## src/rtl/pau_pkg.sv

```systemverilog
`default_nettype none
package pau_pkg;

    // Number formats
    localparam int FRAC_BITS = 16;
    localparam int W         = 24;
    localparam int DT_W      = 16;
    localparam int STR_W     = 24;
    localparam int R_W       = 16;
    localparam int CFG_IDX_W = 4;

    // Datapath widths
    localparam int DTSTR_W   = DT_W + STR_W;
    localparam int DTSTR_LO  = DTSTR_W / 2;
    localparam int D_W       = W + 1;
    localparam int SQ_W      = 2 * W;
    localparam int DIST2_W   = SQ_W + 2;
    localparam int ROOT_W    = DIST2_W / 2;
    localparam int CUBE_W    = 3 * ROOT_W;
    localparam int NUM_W     = DTSTR_W + D_W + FRAC_BITS;
    localparam int PH_W      = DTSTR_W - DTSTR_LO + D_W;
    localparam int PL_W      = DTSTR_LO + D_W;
    localparam int Q_W       = W + 1;
    localparam int PROD_W    = W + DT_W + 1;
    localparam int NL_W      = R_W + FRAC_BITS + 2;

    // Pipeline depth
    localparam int DIV_LAT   = Q_W + 1;
    localparam int N_DLY     = ROOT_W + 2;
    localparam int PIPE      = 5 + ROOT_W + 3 + DIV_LAT;

    // Divide by five: multiply by ceil(2^34 / 5)
    localparam int FIFTH_Y_W = R_W + 1 + FRAC_BITS - 15;
    localparam int FIFTH_K_W = 32;
    localparam int FIFTH_SH  = 34;
    localparam logic [FIFTH_K_W-1:0] FIFTH_K = 32'd3435973837;

    localparam longint SMAX_L = 2**(W-1) - 1;
    localparam longint SMIN_L = -(2**(W-1));

    localparam logic [Q_W-1:0] GAIN_CAP = Q_W'(1) << W;
    localparam logic [W-1:0] ONE_VAL = (FRAC_BITS >= W - 1) ?
        {1'b0, {(W-1){1'b1}}} : (W'(1) << FRAC_BITS);

    // Register reset values
    localparam logic [W-1:0]     RST_ATTR_X = 24'h008000;
    localparam logic [W-1:0]     RST_ATTR_Y = 24'h00B333;
    localparam logic [W-1:0]     RST_ATTR_Z = 24'hFE0000;
    localparam logic [W-1:0]     RST_SRC_X  = 24'h000000;
    localparam logic [W-1:0]     RST_SRC_Y  = 24'h000000;
    localparam logic [W-1:0]     RST_SRC_Z  = 24'hFD0000;
    localparam logic [DT_W-1:0]  RST_DT     = 16'd1092;
    localparam logic [STR_W-1:0] RST_STR    = 24'd327680;

    typedef enum logic [CFG_IDX_W-1:0] {
        REG_ATTR_X   = 4'd0,
        REG_ATTR_Y   = 4'd1,
        REG_ATTR_Z   = 4'd2,
        REG_SRC_X    = 4'd3,
        REG_SRC_Y    = 4'd4,
        REG_SRC_Z    = 4'd5,
        REG_TIME     = 4'd6,
        REG_STRENGTH = 4'd7
    } cfg_reg_t;

    typedef struct packed {
        logic signed [W-1:0]   pos_x;
        logic signed [W-1:0]   pos_y;
        logic signed [W-1:0]   pos_z;
        logic signed [W-1:0]   vel_x;
        logic signed [W-1:0]   vel_y;
        logic signed [W-1:0]   vel_z;
        logic [W-1:0]          age;
        logic [W-1:0]          life_limit;
        logic signed [R_W-1:0] rand_vy;
        logic signed [R_W-1:0] rand_vz;
        logic signed [R_W-1:0] rand_life;
    } in_item_t;

    typedef struct packed {
        logic signed [W-1:0] new_pos_x;
        logic signed [W-1:0] new_pos_y;
        logic signed [W-1:0] new_pos_z;
        logic signed [W-1:0] new_vel_x;
        logic signed [W-1:0] new_vel_y;
        logic signed [W-1:0] new_vel_z;
        logic [W-1:0]        new_age;
        logic [W-1:0]        new_life_limit;
        logic                respawned;
    } out_item_t;

    // Per-particle data riding alongside the arithmetic
    typedef struct packed {
        logic [2:0][W-1:0] pos;
        logic [2:0][W-1:0] vel;
        logic [W-1:0]      age;
        logic [W-1:0]      life;
        logic              resp;
        logic [2:0]        sgn;
    } carry_t;

    function automatic logic [W-1:0] sat24(input logic signed [63:0] v);
        logic [W-1:0] r;
        if (v > SMAX_L)
        begin
            r = {1'b0, {(W-1){1'b1}}};
        end
        else if (v < SMIN_L)
        begin
            r = {1'b1, {(W-1){1'b0}}};
        end
        else
        begin
            r = v[W-1:0];
        end
        return r;
    endfunction

    // r * 2^F / (5 * 2^15), truncated toward zero, saturated
    function automatic logic [W-1:0] fifth(input logic signed [R_W-1:0] r);
        logic [R_W:0]                       m;
        logic [R_W+FRAC_BITS:0]             x;
        logic [FIFTH_Y_W-1:0]               y;
        logic [FIFTH_Y_W+FIFTH_K_W-1:0]     p;
        logic [FIFTH_Y_W-1:0]               q;
        logic signed [63:0]                 s;
        m = (R_W+1)'(r[R_W-1] ? -$signed({r[R_W-1], r}) : $signed({r[R_W-1], r}));
        x = (R_W+FRAC_BITS+1)'(m) << FRAC_BITS;
        y = FIFTH_Y_W'(x >> 15);
        p = y * FIFTH_K;
        q = FIFTH_Y_W'(p >> FIFTH_SH);
        s = r[R_W-1] ? -64'(q) : 64'(q);
        return sat24(s);
    endfunction

endpackage
`default_nettype wire

```

## src/rtl/pau_isqrt.sv

```systemverilog
`default_nettype none
// Pipelined floor square root, one result bit per stage.
module pau_isqrt (
    input  logic                        clk,
    input  logic                        en,
    input  logic [pau_pkg::DIST2_W-1:0] radicand,
    output logic [pau_pkg::ROOT_W-1:0]  root
);
    import pau_pkg::*;

    localparam int RT_W = DIST2_W + 2;

    logic [DIST2_W-1:0] rem_reg  [ROOT_W];
    logic [ROOT_W-1:0]  root_reg [ROOT_W];

    for (genvar s = 0; s < ROOT_W; s++)
    begin : g_stage
        localparam int B = ROOT_W - 1 - s;
        logic [DIST2_W-1:0] rem_in;
        logic [ROOT_W-1:0]  root_in;
        logic [RT_W-1:0]    term;

        if (s == 0)
        begin : g_first
            assign rem_in  = radicand;
            assign root_in = '0;
        end
        else
        begin : g_next
            assign rem_in  = rem_reg[s-1];
            assign root_in = root_reg[s-1];
        end

        // (root + 2^B)^2 - root^2
        assign term = (RT_W'(root_in) << (B + 1)) | (RT_W'(1) << (2 * B));

        always_ff @(posedge clk)
        begin
            if (en)
            begin
                if (RT_W'(rem_in) >= term)
                begin
                    rem_reg[s]  <= DIST2_W'(RT_W'(rem_in) - term);
                    root_reg[s] <= root_in | (ROOT_W'(1) << B);
                end
                else
                begin
                    rem_reg[s]  <= rem_in;
                    root_reg[s] <= root_in;
                end
            end
        end
    end

    assign root = root_reg[ROOT_W-1];

endmodule
`default_nettype wire

```

## config.mk

```make
export PLATFORM = sky130hd
export DESIGN_NAME = pau_isqrt
export DESIGN_NICKNAME = d
export VERILOG_FILES = /design/src/rtl/pau_pkg.sv /design/src/rtl/pau_isqrt.sv
export SDC_FILE = /design/constraint.sdc
export NUM_CORES = 2
export LEC_CHECK = 0
export ABC_AREA = 1
export ABC_CLOCK_PERIOD_IN_PS = 4500
export BUFFER_PORTS_ARGS = -buffer_cell sky130_fd_sc_hd__buf_2
export CAP_MARGIN = 0
export CORE_ASPECT_RATIO = 1.75
export CORE_MARGIN = 5
export CORE_UTILIZATION = 50
export DETAILED_ROUTE_END_ITERATION = 8
export PLACE_DENSITY = 0.76
export REMOVE_ABC_BUFFERS = 1
export SLEW_MARGIN = 15
export SYNTH_ARGS = -nofsm -noshare
export SYNTH_HDL_FRONTEND = slang
export SYNTH_SLANG_ARGS = --single-unit
```

## constraint.sdc

```tcl
create_clock -name clk -period 4.5 [get_ports clk]
set_clock_uncertainty 0.15 [all_clocks]
set_input_delay 0.225 -clock clk [delete_from_list [all_inputs] [get_ports clk]]
set_output_delay 0.225 -clock clk [all_outputs]
set_load 0.02 [all_outputs]
```

======== Word-level counts from Yosys, hierarchy flattened ========
Memories as Yosys holds them, arrays and structs flattened.
Cells that the tools add are included.
storage, ports and cells
  flip-flop bits (word level) ............. 0
  bits in writable memories ............... 1875
  output and inout bits ................... 25
  logic and storage cells ................. 302
  memories kept ........................... 2
memories
  name      words  width  read ports  clocked after memory_dff  write ports  line             text
  rem_reg   25     50     24          0                         25           pau_isqrt.sv:13  logic [DIST2_W-1:0] rem_reg [ROOT_W];
  root_reg  25     25     25          0                         25           pau_isqrt.sv:14  logic [ROOT_W-1:0] root_reg [ROOT_W];
cells by class
  add/sub/neg operators ................... 25
  $lt $le $gt $ge ......................... 25
  mux-type cells .......................... 200
  bitwise logic cells ..................... 50
operators by type and width
  cell              number
  $mux 50           25
  $mux 25           25
  $mux 1            150
  $ge 50x26->1      1
  $ge 50x27->1      1
  $ge 50x28->1      1
  $ge 50x29->1      1
  $ge 50x30->1      1
  $ge 50x31->1      1
  $ge 50x32->1      1
  $ge 50x33->1      1
  $ge 50x34->1      1
  $ge 50x35->1      1
  $ge 50x36->1      1
  $ge 50x37->1      1
  $ge 50x38->1      1
  $ge 50x39->1      1
  $ge 50x40->1      1
  $ge 50x41->1      1
  $ge 50x42->1      1
  $ge 50x43->1      1
  $ge 50x44->1      1
  $ge 50x45->1      1
  $ge 50x46->1      1
  other kinds (30)  79

======== Logic depth before layout (Yosys ltp) ========
An unclocked memory read counts as a cell.
  word-level depth ........................ 6
  mapped depth ............................ 17

======== Worst setup path after synthesis ========
OpenSTA, ideal clock, no wires.
  path type ............................... input to register
  from .................................... input en
  to ...................................... memory rem_reg[2][350] (netlist name), enable pin
  arrival ................................. 2577 ps
  path slack .............................. 1315 ps
  stages .................................. 3
  path buffers ............................ 3
  cell sequence ........................... buf_4 -> buf_2 -> clkbuf_1
RTL lines
  what         line             text
  from (decl)  pau_isqrt.sv:5   input logic en,
  to (decl)    pau_isqrt.sv:13

==> key figures <==
Cells and area
  – Most frequent cells in the layout: nand2_1 (3402), inv_1 (1989), edfxtp_1 (1525)
  – # fillers: 16000
  – Cell area after layout: 99700 um2
  – Fin nets: 11600
  – Synthesis-to-finish area growth: 10.5%
  – Largest register FFs: 1200
  – Commonest non-fill, non-tap cell in the layout: nand2_1
  – Reg area: 45800 um2
  – Layout cells sized above 1: 5.30%
  – Area occupied by multi-input gates: 36200 um2

Run status
  – Status: finished with violations
  – Failing checks: design-rule violations

Route
  – Final ANT Viol Nets: 0
  – Detail Route met2 WL: 178000 um
  – DR DRC count: 13
  – DRT Pass-1 Iters: 9
  – Initial drt markers: 7040
  – Routed wl met3: 27200 um
  – Vias: 78600
  – Drt wl/cell: 26.2 um
  – Top Layer Used: met5
  – Final wirelength: 361000 um
  – Post-Route M1 WL: 99700 um
  – Vias per cell: 5.70

Run
  – Maxcap violations: 0

Die
  – IO Count: 77
  – Core ar.: 180000 um2
  – Die H: 572 um
  – Initial Util: 50.2%
  – Die Area: 189000 um2
  – Row count: 206
  – Die W: 331 um

Global route
  – GRT Overall Usage: 38.2%
  – Global route total overflow: 0
  – Vias in the first global route: 78700
  – Largest net degree at the start of global routing: 141
  – First-pass GRT wire length: 515000 um
  – Initial antenna violation count: 34

Setup path
  – Worst EP required: 4.93 ns
  – Startpoint Class: register
  – Critical path class: reg -> reg
  – Arr. time, crit path: 4.61 ns
  – CP endpoint kind: register
  – CP Max Fanout: 5

Power
  – Pwr Density: 452 nW/um2
  – P_leak: 45.1 nW
  – Total power: 45.1 mW
  – Peak supply drop: 0.000438 V

Synthesis
  – Ranking of synthesized cells by area: edfxtp_1 (51%), nand2_1 (14%), inv_1 (8.3%)
  – Synth top area share: 50.7%
  – Yosys warns: 0
  – Syn_area_per_cell: 8.23 um2
  – Post-synth ARST share: 0%
  – Mapped cell area: 90200 um2
  – Yosys reg bits: 1525
  – Post-Syn Instances: 11000
  – Post-synth EDFFs: 1525
  – Distinct cells, synth: 59
  – Largest area contributor in the synthesized netlist: edfxtp_1
  – Post-synth top flop: edfxtp_1
  – Sequential share of the synthesized area: 50.7%

Clocking
  – # clock sinks: 1525
  – Clk root buf: clkbuf_16
  – Register clock-pin slew on the reported worst setup and hold paths: 0.06 ns
  – Clock latency on the worst-skew pair: 0.84 ns
  – CTS tree: done
  – H-tree levels: 4
  – Post-CTS sizing: 0
  – CTS buffer count: 156
  – Clock buffer depth: 4
  – Post-CTS setup buffers: 0

STA
  – Hold slack final: 0.193 ns
  – Unrepaired setup endpoints after global routing: no
  – Final hold vios: 0
  – Max Fclk: 239 MHz
  – Final setup viols: 0
  – Max-slew violations: 0
  – Final period util: 93.0%
  – Setup_tns: 0 ns
  – Worst slew margin: 7.96%
  – Setup ws final: 0.314 ns
  – Slew @ Worst Pin: 1.37 ns
  – Fin crit period: 4.19 ns

Worst hold path
  – HP Class: in -> reg

Placement
  – Setup WS pre-CTS: 0.539 ns
  – Placed Area: 93400 um2
  – Buffers on Ports: 76
  – Gp weighted congestion: 1.23
  – Hpwl dp: 275000 um
-- logic make-up (layout without fill, tap and decap cells) --
kind of cell             after synthesis  after routing  synth area share, %
AO/OA/AOI/OAI                        692            692                 4.31
flip-flops                          1525           1525                 50.7
XOR/XNOR                             311            311                 3.02
other                                  0             31                    0
adder cells (fa/ha/maj)              347            347                 4.81
buffers and inverters               2116           2516                 9.19
AND/OR/NAND/NOR                     5973           5973                 27.9
-- power by group --
| part | internal (mW) | switching (mW) | total, mW | leakage, nW |
|---|---|---|---|---|
| Combinational | 3.48 | 8.31 | 11.8 | 28.0 |
| Clock | 7.85 | 5.86 | 13.7 | 2.53 |
| Sequential | 17.8 | 1.79 | 19.6 | 14.6 |
-- Yosys cell counts, types with 90 or more instances --
cell type / number
nand3_1: 604
ha_1: 347
nor3_1: 144
o21ai_1: 109
xnor2_1: 159
xor2_1: 152
nor2_1: 1245
nand2_1: 3402
edfxtp_1: 1525
a21oi_1: 285
nor4_1: 90
o21ai_0: 161
nand4_1: 264
inv_1: 1989
-- area by class of cell --
class,count,share of cell area (%)
flip-flops and latches,1525,45.9
multi-input cells,7323,36.3
inverters,2017,7.59
clock buffers,172,4.02
well taps,2392,3.00
repair buffers,226,1.90
clock inverters,101,1.20
diodes,31,0.0778
-- metal layers --
| layer | GRT usage (%) | vias to the layer above |
|---|---|---|
| li1 | - | 35900 |
| met1 | 31.3 | 36100 |
| met2 | 66.0 | 4397 |
| met3 | 11.5 | 2200 |
| met4 | 45.3 | 20 |
| met5 | 0.181 | - |
-- stage by stage --
stage	std cells	utilization, %
CTS	13800	55.4
floorplan	10900	-
global route	13800	55.5
detailed placement	13400	52.0
finish	13800	55.5
global placement	13400	52.0
-- repair_timing --
action / CTS / global route
hold buffers: 100 / 0
endpoints found under the hold margin: 111 / 0
setup endpoints to repair: 0 / 0
-- critical path, stage by stage, from the launching register on --
cell and delay (ns):
edfxtp_1 0.74, inv_1 0.17, ha_1 0.27, inv_1 0.24, nand3_1 0.13, nand2_2 0.37
nand2_1 0.13, nand2_2 0.19, nand2_1 0.07, nand2_1 0.49, nand2_1 0.59, nand4_1 0.22
nand2_1 0.07, nand2_1 0.05, inv_1 0.05
-- final timing paths --
| path | depth (start not counted) | from | slack [ns] | end |
|---|---|---|---|---|
| hold reg to reg | 0 | rem_reg[1][307] | 0.27 | rem_reg[1][357] |
| setup reg to reg | 14 | rem_reg[2][302] | 0.31 | rem_reg[2][396] |
| hold / removal | 4 | radicand[49] | 0.19 | rem_reg[0][49] |
| setup / recovery | 14 | rem_reg[2][302] | 0.31 | rem_reg[2][396] |
Note: power is estimated with default switching activity, not from simulation.
